--- src/abl_pkg.sv ---
package abl_pkg;

  localparam int unsigned MAX_BLOCK_SAMPLES_DEF = 1024;

  localparam int unsigned RAW_W    = 32;
  localparam int unsigned SAMPLE_W = 24;
  localparam int unsigned PCM_W    = 16;
  localparam int unsigned LEVEL_W  = 8;
  localparam int unsigned SMOOTH_W = 16;
  localparam int unsigned SHIFT_W  = 5;
  localparam int unsigned WEIGHT_W = 16;
  localparam int unsigned CFG_W    = 16;
  localparam int unsigned CFG_IDX_W = 1;

  localparam logic [CFG_IDX_W-1:0] REG_LEVEL_SHIFT      = 1'd0;
  localparam logic [CFG_IDX_W-1:0] REG_SMOOTHING_WEIGHT = 1'd1;

  localparam logic [SHIFT_W-1:0]  LEVEL_SHIFT_RST      = 5'd7;
  localparam logic [WEIGHT_W-1:0] SMOOTHING_WEIGHT_RST = 16'd58982;

  localparam logic signed [PCM_W-1:0] PCM_MAX = 16'sh7fff;
  localparam logic signed [PCM_W-1:0] PCM_MIN = -16'sh8000;
  localparam logic [LEVEL_W-1:0]      LEVEL_MAX = 8'd255;

  typedef enum logic [2:0] {
    ST_IDLE,
    ST_DIV,
    ST_CLAMP,
    ST_MUL_OLD,
    ST_MUL_NEW,
    ST_SUM,
    ST_PUSH
  } state_e;

  typedef struct packed {
    logic accept;
    logic div_step;
    logic clamp;
    logic mul_old;
    logic mul_new;
    logic sum;
    logic push;
  } cmd_t;

  typedef struct packed {
    logic last;
    logic div_done;
    logic out_free;
  } status_t;

endpackage

--- src/abl_if.sv ---
interface abl_in_if;
  import abl_pkg::*;
  logic                    valid;
  logic                    ready;
  logic signed [RAW_W-1:0] raw_sample;
  logic                    block_last;

  modport source (output valid, output raw_sample, output block_last, input ready);
  modport sink   (input valid, input raw_sample, input block_last, output ready);
endinterface

interface abl_out_if;
  import abl_pkg::*;
  logic                    valid;
  logic                    ready;
  logic signed [PCM_W-1:0] pcm_sample;
  logic                    block_end;
  logic [LEVEL_W-1:0]      average_level;
  logic [LEVEL_W-1:0]      peak_level;
  logic [SMOOTH_W-1:0]     smoothed_level;

  modport source (output valid, output pcm_sample, output block_end, output average_level,
                  output peak_level, output smoothed_level, input ready);
  modport sink   (input valid, input pcm_sample, input block_end, input average_level,
                  input peak_level, input smoothed_level, output ready);
endinterface

--- src/abl_ctrl.sv ---
module abl_ctrl
  import abl_pkg::*;
(
  input  logic    clk_i,
  input  logic    rst_ni,
  input  logic    in_valid_i,
  output logic    in_ready_o,
  input  status_t status_i,
  output cmd_t    cmd_o
);

  state_e state_q, state_d;

  always_ff @(posedge clk_i or negedge rst_ni) begin
    if (!rst_ni) begin
      state_q <= ST_IDLE;
    end else begin
      state_q <= state_d;
    end
  end

  always_comb begin
    state_d = state_q;
    case (state_q)
      ST_IDLE: begin
        if (in_valid_i) begin
          state_d = status_i.last ? ST_DIV : ST_PUSH;
        end
      end
      ST_DIV: begin
        if (status_i.div_done) begin
          state_d = ST_CLAMP;
        end
      end
      ST_CLAMP:   state_d = ST_MUL_OLD;
      ST_MUL_OLD: state_d = ST_MUL_NEW;
      ST_MUL_NEW: state_d = ST_SUM;
      ST_SUM:     state_d = ST_PUSH;
      ST_PUSH: begin
        if (status_i.out_free) begin
          state_d = ST_IDLE;
        end
      end
      default:    state_d = ST_IDLE;
    endcase
  end

  always_comb begin
    cmd_o      = '0;
    in_ready_o = 1'b0;
    case (state_q)
      ST_IDLE: begin
        in_ready_o   = 1'b1;
        cmd_o.accept = in_valid_i;
      end
      ST_DIV:     cmd_o.div_step = 1'b1;
      ST_CLAMP:   cmd_o.clamp    = 1'b1;
      ST_MUL_OLD: cmd_o.mul_old  = 1'b1;
      ST_MUL_NEW: cmd_o.mul_new  = 1'b1;
      ST_SUM:     cmd_o.sum      = 1'b1;
      ST_PUSH:    cmd_o.push     = status_i.out_free;
      default:    cmd_o          = '0;
    endcase
  end

endmodule

--- src/abl_datapath.sv ---
module abl_datapath
  import abl_pkg::*;
#(
  parameter int unsigned MaxBlockSamples = MAX_BLOCK_SAMPLES_DEF
) (
  input  logic                    clk_i,
  input  logic                    rst_ni,
  input  logic                    cfg_we_i,
  input  logic [CFG_IDX_W-1:0]    cfg_idx_i,
  input  logic [CFG_W-1:0]        cfg_data_i,
  input  logic signed [RAW_W-1:0] raw_sample_i,
  input  logic                    block_last_i,
  input  cmd_t                    cmd_i,
  output status_t                 status_o,
  input  logic                    out_ready_i,
  output logic                    out_valid_o,
  output logic signed [PCM_W-1:0] pcm_sample_o,
  output logic                    block_end_o,
  output logic [LEVEL_W-1:0]      average_level_o,
  output logic [LEVEL_W-1:0]      peak_level_o,
  output logic [SMOOTH_W-1:0]     smoothed_level_o
);

  localparam int unsigned CntW  = $clog2(MaxBlockSamples + 1);
  localparam int unsigned SumW  = SAMPLE_W + CntW;
  localparam int unsigned StepW = $clog2(SumW + 1);
  localparam int unsigned P1W   = SMOOTH_W + WEIGHT_W;
  localparam int unsigned P2W   = SMOOTH_W + WEIGHT_W + 1;
  localparam int unsigned AccW  = P2W + 1;

  // configuration
  logic [SHIFT_W-1:0]  level_shift_q;
  logic [WEIGHT_W-1:0] weight_q;

  always_ff @(posedge clk_i or negedge rst_ni) begin
    if (!rst_ni) begin
      level_shift_q <= LEVEL_SHIFT_RST;
      weight_q      <= SMOOTHING_WEIGHT_RST;
    end else if (cfg_we_i) begin
      case (cfg_idx_i)
        REG_LEVEL_SHIFT:      level_shift_q <= cfg_data_i[SHIFT_W-1:0];
        REG_SMOOTHING_WEIGHT: weight_q      <= cfg_data_i[WEIGHT_W-1:0];
        default:              ;
      endcase
    end
  end

  // sample conversion
  logic signed [SAMPLE_W-1:0] sample;
  logic [SAMPLE_W-1:0]        mag;
  logic signed [PCM_W-1:0]    pcm;

  assign sample = raw_sample_i[RAW_W-1:RAW_W-SAMPLE_W];
  assign mag    = sample[SAMPLE_W-1] ? SAMPLE_W'(-sample) : SAMPLE_W'(sample);

  always_comb begin
    if ((&sample[SAMPLE_W-1:PCM_W-1]) || !(|sample[SAMPLE_W-1:PCM_W-1])) begin
      pcm = sample[PCM_W-1:0];
    end else begin
      pcm = sample[SAMPLE_W-1] ? PCM_MIN : PCM_MAX;
    end
  end

  // block accumulators
  logic [SumW-1:0]     sum_q, sum_d;
  logic [SAMPLE_W-1:0] peak_q, peak_d;
  logic [CntW-1:0]     count_q, count_d;
  logic [CntW-1:0]     count_inc;
  logic                last_q;
  logic                last_eff;
  logic signed [PCM_W-1:0] pcm_q;

  assign count_inc = count_q + CntW'(1);
  assign last_eff  = block_last_i || (count_inc == CntW'(MaxBlockSamples));

  always_comb begin
    sum_d   = sum_q;
    peak_d  = peak_q;
    count_d = count_q;
    if (cmd_i.accept) begin
      sum_d   = sum_q + SumW'(mag);
      peak_d  = (mag > peak_q) ? mag : peak_q;
      count_d = count_inc;
    end else if (cmd_i.clamp) begin
      sum_d   = '0;
      peak_d  = '0;
      count_d = '0;
    end
  end

  always_ff @(posedge clk_i or negedge rst_ni) begin
    if (!rst_ni) begin
      sum_q   <= '0;
      peak_q  <= '0;
      count_q <= '0;
      last_q  <= 1'b0;
    end else begin
      sum_q   <= sum_d;
      peak_q  <= peak_d;
      count_q <= count_d;
      if (cmd_i.accept) begin
        last_q <= last_eff;
      end
    end
  end

  always_ff @(posedge clk_i) begin
    if (cmd_i.accept) begin
      pcm_q <= pcm;
    end
  end

  // restoring divider, one quotient bit per cycle; quotient ends up in dvd_q
  logic [SumW-1:0]  dvd_q;
  logic [CntW-1:0]  rem_q;
  logic [CntW:0]    rem_sh;
  logic             rem_ge;
  logic [StepW-1:0] step_q;

  assign rem_sh = {rem_q, dvd_q[SumW-1]};
  assign rem_ge = rem_sh >= {1'b0, count_q};

  always_ff @(posedge clk_i or negedge rst_ni) begin
    if (!rst_ni) begin
      step_q <= '0;
    end else if (cmd_i.accept) begin
      step_q <= '0;
    end else if (cmd_i.div_step) begin
      step_q <= step_q + StepW'(1);
    end
  end

  always_ff @(posedge clk_i) begin
    if (cmd_i.accept) begin
      dvd_q <= sum_d;
      rem_q <= '0;
    end else if (cmd_i.div_step) begin
      dvd_q <= {dvd_q[SumW-2:0], rem_ge};
      rem_q <= rem_ge ? CntW'(rem_sh - {1'b0, count_q}) : rem_sh[CntW-1:0];
    end
  end

  // level scaling
  logic [SumW-1:0]     avg_shifted;
  logic [SAMPLE_W-1:0] peak_shifted;
  logic [LEVEL_W-1:0]  avg_lvl_q, peak_lvl_q;

  assign avg_shifted  = dvd_q >> level_shift_q;
  assign peak_shifted = peak_q >> level_shift_q;

  always_ff @(posedge clk_i) begin
    if (cmd_i.clamp) begin
      avg_lvl_q  <= (|avg_shifted[SumW-1:LEVEL_W]) ? LEVEL_MAX : avg_shifted[LEVEL_W-1:0];
      peak_lvl_q <= (|peak_shifted[SAMPLE_W-1:LEVEL_W]) ? LEVEL_MAX
                                                         : peak_shifted[LEVEL_W-1:0];
    end
  end

  // smoothing: old * w + (level << 8) * (1 - w), rounded half up
  logic [SMOOTH_W-1:0] smooth_q;
  logic [P1W-1:0]      p_old_q;
  logic [P2W-1:0]      p_new_q;
  logic [WEIGHT_W:0]   weight_inv;
  logic [AccW-1:0]     acc;

  assign weight_inv = {1'b1, {WEIGHT_W{1'b0}}} - {1'b0, weight_q};
  assign acc = AccW'(p_old_q) + AccW'(p_new_q) + AccW'(1 << (SMOOTH_W - 1));

  always_ff @(posedge clk_i) begin
    if (cmd_i.mul_old) begin
      p_old_q <= P1W'(smooth_q) * P1W'(weight_q);
    end
    if (cmd_i.mul_new) begin
      p_new_q <= P2W'({avg_lvl_q, {LEVEL_W{1'b0}}}) * P2W'(weight_inv);
    end
  end

  always_ff @(posedge clk_i or negedge rst_ni) begin
    if (!rst_ni) begin
      smooth_q <= '0;
    end else if (cmd_i.sum) begin
      smooth_q <= acc[SMOOTH_W+WEIGHT_W-1:WEIGHT_W];
    end
  end

  // output register
  logic out_valid_q;

  always_ff @(posedge clk_i or negedge rst_ni) begin
    if (!rst_ni) begin
      out_valid_q <= 1'b0;
    end else if (cmd_i.push) begin
      out_valid_q <= 1'b1;
    end else if (out_ready_i) begin
      out_valid_q <= 1'b0;
    end
  end

  always_ff @(posedge clk_i) begin
    if (cmd_i.push) begin
      pcm_sample_o     <= pcm_q;
      block_end_o      <= last_q;
      average_level_o  <= last_q ? avg_lvl_q : '0;
      peak_level_o     <= last_q ? peak_lvl_q : '0;
      smoothed_level_o <= last_q ? smooth_q : '0;
    end
  end

  assign out_valid_o       = out_valid_q;
  assign status_o.last     = last_eff;
  assign status_o.div_done = (step_q == StepW'(SumW - 1));
  assign status_o.out_free = !out_valid_q || out_ready_i;

endmodule

--- src/audio_block_level_meter_top.sv ---
// Block level meter for 32-bit I2S words. Each accepted word yields one result transaction
// holding the 16-bit saturated PCM sample; on the last word of a block (block_last, or
// the block reaching MaxBlockSamples words) the result also carries the average level,
// the peak level and the Q8.8 smoothed level, with block_end set. A word that does not
// close a block goes from acceptance to the PUSH state and into the output register,
// and the next word can be taken once the controller is back in IDLE. A word that closes
// a block passes through DIV, CLAMP, MUL_OLD, MUL_NEW, SUM and PUSH, where DIV runs
// SumW = 24 + clog2(MaxBlockSamples + 1) steps of the bit-serial divider
// that forms the block mean; the two smoothing products are formed one after the other,
// in MUL_OLD and then MUL_NEW. One word is in work at a time; a finished
// result may wait in the output register while the next word is taken, and a result that
// finds the output register still full waits in PUSH until the sink takes the old one.
module audio_block_level_meter_top
  import abl_pkg::*;
#(
  parameter int unsigned MaxBlockSamples = MAX_BLOCK_SAMPLES_DEF
) (
  input  logic                 clk_i,
  input  logic                 rst_ni,
  abl_in_if.sink               in_i,
  abl_out_if.source            out_o,
  input  logic                 cfg_we_i,
  input  logic [CFG_IDX_W-1:0] cfg_idx_i,
  input  logic [CFG_W-1:0]     cfg_data_i
);

  cmd_t    cmd;
  status_t status;

  abl_ctrl u_ctrl (
    .clk_i      (clk_i),
    .rst_ni     (rst_ni),
    .in_valid_i (in_i.valid),
    .in_ready_o (in_i.ready),
    .status_i   (status),
    .cmd_o      (cmd)
  );

  abl_datapath #(
    .MaxBlockSamples (MaxBlockSamples)
  ) u_datapath (
    .clk_i            (clk_i),
    .rst_ni           (rst_ni),
    .cfg_we_i         (cfg_we_i),
    .cfg_idx_i        (cfg_idx_i),
    .cfg_data_i       (cfg_data_i),
    .raw_sample_i     (in_i.raw_sample),
    .block_last_i     (in_i.block_last),
    .cmd_i            (cmd),
    .status_o         (status),
    .out_ready_i      (out_o.ready),
    .out_valid_o      (out_o.valid),
    .pcm_sample_o     (out_o.pcm_sample),
    .block_end_o      (out_o.block_end),
    .average_level_o  (out_o.average_level),
    .peak_level_o     (out_o.peak_level),
    .smoothed_level_o (out_o.smoothed_level)
  );

endmodule

--- src/flat_wrapper.sv ---
// flat-port wrapper written by rule: the top's interface ports become plain ports
module audio_block_level_meter_top_flat import abl_pkg::*;
#(
  parameter int unsigned MaxBlockSamples = MAX_BLOCK_SAMPLES_DEF
)
  (clk_i, rst_ni, cfg_we_i, cfg_idx_i, cfg_data_i, in_i_valid, in_i_raw_sample, in_i_block_last, in_i_ready, out_o_valid, out_o_pcm_sample, out_o_block_end, out_o_average_level, out_o_peak_level, out_o_smoothed_level, out_o_ready);
  abl_in_if in_i_i ();
  abl_out_if out_o_i ();
  input  logic clk_i;
  input  logic rst_ni;
  input  logic cfg_we_i;
  input  logic [CFG_IDX_W-1:0] cfg_idx_i;
  input  logic [CFG_W-1:0] cfg_data_i;
  input wire logic [$bits(in_i_i.valid)-1:0] in_i_valid;
  input wire logic [$bits(in_i_i.raw_sample)-1:0] in_i_raw_sample;
  input wire logic [$bits(in_i_i.block_last)-1:0] in_i_block_last;
  output wire logic [$bits(in_i_i.ready)-1:0] in_i_ready;
  output wire logic [$bits(out_o_i.valid)-1:0] out_o_valid;
  output wire logic [$bits(out_o_i.pcm_sample)-1:0] out_o_pcm_sample;
  output wire logic [$bits(out_o_i.block_end)-1:0] out_o_block_end;
  output wire logic [$bits(out_o_i.average_level)-1:0] out_o_average_level;
  output wire logic [$bits(out_o_i.peak_level)-1:0] out_o_peak_level;
  output wire logic [$bits(out_o_i.smoothed_level)-1:0] out_o_smoothed_level;
  input wire logic [$bits(out_o_i.ready)-1:0] out_o_ready;
  assign in_i_i.valid = in_i_valid;
  assign in_i_i.raw_sample = in_i_raw_sample;
  assign in_i_i.block_last = in_i_block_last;
  assign in_i_ready = in_i_i.ready;
  assign out_o_valid = out_o_i.valid;
  assign out_o_pcm_sample = out_o_i.pcm_sample;
  assign out_o_block_end = out_o_i.block_end;
  assign out_o_average_level = out_o_i.average_level;
  assign out_o_peak_level = out_o_i.peak_level;
  assign out_o_smoothed_level = out_o_i.smoothed_level;
  assign out_o_i.ready = out_o_ready;
  audio_block_level_meter_top #(.MaxBlockSamples(MaxBlockSamples)) u_core (.clk_i(clk_i), .rst_ni(rst_ni), .in_i(in_i_i), .out_o(out_o_i), .cfg_we_i(cfg_we_i), .cfg_idx_i(cfg_idx_i), .cfg_data_i(cfg_data_i));
endmodule
--- config.mk ---
export PLATFORM = sky130hd
export DESIGN_NAME = audio_block_level_meter_top_flat
export DESIGN_NICKNAME = d
export VERILOG_FILES = /design/src/abl_pkg.sv /design/src/abl_if.sv /design/src/abl_ctrl.sv /design/src/abl_datapath.sv /design/src/audio_block_level_meter_top.sv /design/src/flat_wrapper.sv
export SDC_FILE = /design/constraint.sdc
export NUM_CORES = 2
export LEC_CHECK = 0
export ABC_CLOCK_PERIOD_IN_PS = 17000
export BUFFER_PORTS_ARGS = -buffer_cell sky130_fd_sc_hd__buf_4
export CORE_UTILIZATION = 70
export DETAILED_ROUTE_END_ITERATION = 10
export PLACE_DENSITY = 0.89
export SLEW_MARGIN = 10
export SYNTH_ARGS = -nofsm -noshare
export SYNTH_HDL_FRONTEND = slang
export SYNTH_HIERARCHICAL = 1
export SYNTH_SLANG_ARGS = --single-unit
--- constraint.sdc ---
create_clock -name clk_i -period 17 [get_ports clk_i]
set_clock_uncertainty 0.1 [all_clocks]
set_input_delay 3.4 -clock clk_i [delete_from_list [all_inputs] [get_ports clk_i]]
set_output_delay 3.4 -clock clk_i [all_outputs]
set_load 0.005 [all_outputs]
==> impl_metrics.py <==
metrics = {
    "status": {
        "status": "complete, no violations",
    },
    "drt": {
        "wl_per_cell_um": 20.4,
        "first_pass_iters": 6,
        "postRouteAntennaNets": 0,
        "wl_mm": 76.2,
        "drt_iter0_markers": 1929,
        "drc": 0,
        "viasPerCell": 6.32,
        "vias": 23536,
    },
    "die": {
        "boundaryPins": 106,
        "row_count": 75,
        "start_util_pct": 71.4,
        "die_y_um": 209,
        "dieArea_mm2": 0.0438,
        "core_mm2": 0.0421,
        "die_x_um": 209,
    },
    "critical_path": {
        "cp_max_fo": 30,
        "cpPeakStageDelay_ps": 550,
        "crit_slowest_cell": "o21ai_2",
        "cp_common_cell": "a21o_1",
        "cp_cell_sequence": "buf_4 > nor4_1 > inv_1 > nor3_1 > nand3_1 > nor3_1 > nor2_1 > xor2_1 > ha_1 > a21o_1 > a21o_1 > a21o_1 > a21o_1 > a221oi_1 > o21ai_0 > o21ai_2 > buf_4 > nand2b_1 > nand2_1",
        "critical_path_class": "in2reg",
        "worstPathArrival_ps": 8290,
        "critPathCaptureType": "register",
        "crit_required_ps": 17360,
        "cp-start-kind": "input port",
    },
    "logic_synthesis": {
        "synth-edff-count": 164,
        "synth_xor_xnor_area_share_pct": 3.75,
        "muxShareOfSynthArea_pct": 5.65,
        "syn_area_mm2": 0.0301,
        "async_reset_ff_share_pct": 40.3,
        "ys_seq_elements": 293,
        "avgSynthCellArea_um2": 9.56,
        "synth_top_family_by_area": "adder cells",
        "ys.warnings.count": 6,
        "synth_cell_types": 87,
        "synth_flop_cell": "edfxtp_1",
        "syn_nets": 3739,
        "synth_cells": 3149,
        "synth_fa_ha_area_share_pct": 29.3,
        "synth_compound_gate_area_share_pct": 10.5,
        "ys_seq_area_share_pct": 27.0,
        "yosys.area_share.simple_pct": 16.4,
    },
    "sta": {
        "tightest_slew_ps": 1200,
        "setup_viol": 0,
        "setup_slack_ps": 9070,
        "rsz0062_at_grt": "no",
        "maxSlewViolCount": 0,
        "relSlewSlack_pct": 20.2,
        "hold_violations": 0,
        "period_share_pct": 46.7,
        "final.min_clock_period_ps": 7930,
        "timing.fmax_mhz": 126,
        "fin_setup_tns_ps": 0,
    },
    "cells_and_area": {
        "final_cell_mix": "inv_1 (421), nand2_1 (391), fa_1 (284)",
        "antenna_cells": 0,
        "final_common_cell": "inv_1",
        "synthToLayoutAreaGrowth_pct": 6.81,
        "layout-drive-gt1-share_pct": 8.95,
        "postLayoutCellArea_mm2": 0.0321,
        "num-nets-final": 3748,
    },
    "clock_network": {
        "root_buffer": "clkbuf_16",
        "cts_max_path_buffers": 3,
        "post_cts_buffers": 0,
        "cts_max_level": 2,
        "hold_buffers": 0,
        "cts_sinks": 293,
        "clk_latency_ps": 580,
        "cts_tree": "yes",
        "cts_resized": 0,
        "numCtsBuffers": 35,
        "path_clk_slew_ps": 60,
    },
    "job": {
        "cap_violations": 0,
    },
    "global_route": {
        "grt_overflow": 0,
        "grt_pass1_wl_mm": 124,
        "met1_usage_pct": 42.2,
        "grt_pass1_vias": 24761,
        "antenna_found_initial": 0,
        "grt_busiest_layer": "met2",
        "use_met3_pct": 6.69,
        "grt.total_usage_pct": 35.8,
        "grt_max_degree": 83,
        "grtUsageMet2_pct": 61.3,
    },
    "placement": {
        "dp_slack_ps": 8700,
        "place_congestion": 0.946,
        "dpl_cell_area_mm2": 0.0310,
        "io_buffer_count": 97,
        "dp_hpwl_mm": 54.2,
    },
    "min_path": {
        "min_path_type": "reg2reg",
    },
}
[synth_stat cells (47+ instances only)]
library cell / n / area (um^2)
a21o_1: 53 / 398
nand2_1: 391 / 1470
dfrtp_1: 106 / 2650
clkbuf_1: 102 / 383
mux2i_1: 47 / 470
a21oi_1: 120 / 601
nor2_1: 135 / 507
ha_1: 251 / 3140
fa_1: 284 / 5690
xnor2_1: 96 / 841
nand3_1: 56 / 280
and2_1: 246 / 1540
mux2_2: 59 / 664
o21ai_0: 116 / 581
inv_1: 421 / 1580
edfxtp_1: 164 / 4920
[state kept, by name (all words and copies together), names as in the netlist, 24 cells and up]
signal and count:
u_core/u_datapath/dvd_q 35, u_core/u_datapath/sum_q 35, u_core/u_datapath/p_new_q 24, u_core/u_datapath/p_old_q 24, u_core/u_datapath/peak_q 24
[worst paths after layout]
check                      slack, ps  depth (start not counted)                            endpoint                           from
setup reg to reg                9440                         20       u_core/u_datapath/p_old_q[30]  u_core/u_datapath/weight_q[3]
hold / removal                   320                          0  u_core/u_datapath/pcm_sample_o[15]    u_core/u_datapath/pcm_q[15]
setup / recovery                9070                         19         u_core/u_datapath/peak_q[5]            in_i_raw_sample[11]
hold reg to reg                  320                          0  u_core/u_datapath/pcm_sample_o[15]    u_core/u_datapath/pcm_q[15]
max in group asynchronous      12610                          2         u_core/u_datapath/step_q[5]                         rst_ni
min in group asynchronous       2830                          1         u_core/u_datapath/peak_q[3]                         rst_ni
[critical path, delay by kind of cell]
kind / cells / cell delay [ps]
fa+ha+maj: 1 / 370
xor+xnor: 1 / 530
compound gates: 7 / 1720
simple gates: 7 / 1620
buf+inv: 3 / 640
[final cells by class]
class,instances,area (um^2)
repair buffers,115,863
clock buffers,48,955
flip-flops and latches,293,8120
multi-input cells,2289,19800
clock inverters,16,166
inverters,424,1590
fillers,2626,9980
well taps,539,674
[stage by stage]
step / std cells / hold slack (ps) / utilization [%]
floorplan: 3149 / 300 / -
CTS: 3724 / 319 / 76.3
global route: 3724 / 323 / 76.3
detailed placement: 3660 / 305 / 73.6
global placement: 3660 / 300 / 73.6
finish: 3724 / 319 / 76.3
[layer usage]
layer | wire length (um) | vias up
li1 | - | 10510
met1 | 27800 | 11519
met2 | 37800 | 1175
met3 | 6050 | 332
met4 | 4540 | 0
met5 | 0 | -
[kinds of logic after synthesis]
group,Yosys count
buf+inv,567
flops,293
xor+xnor,129
compound gates,484
fa+ha+maj,535
simple gates,1010
mux,131
Power is not shown: default switching activity piles up to over one toggle a cycle in this logic, so the estimate is an artifact.
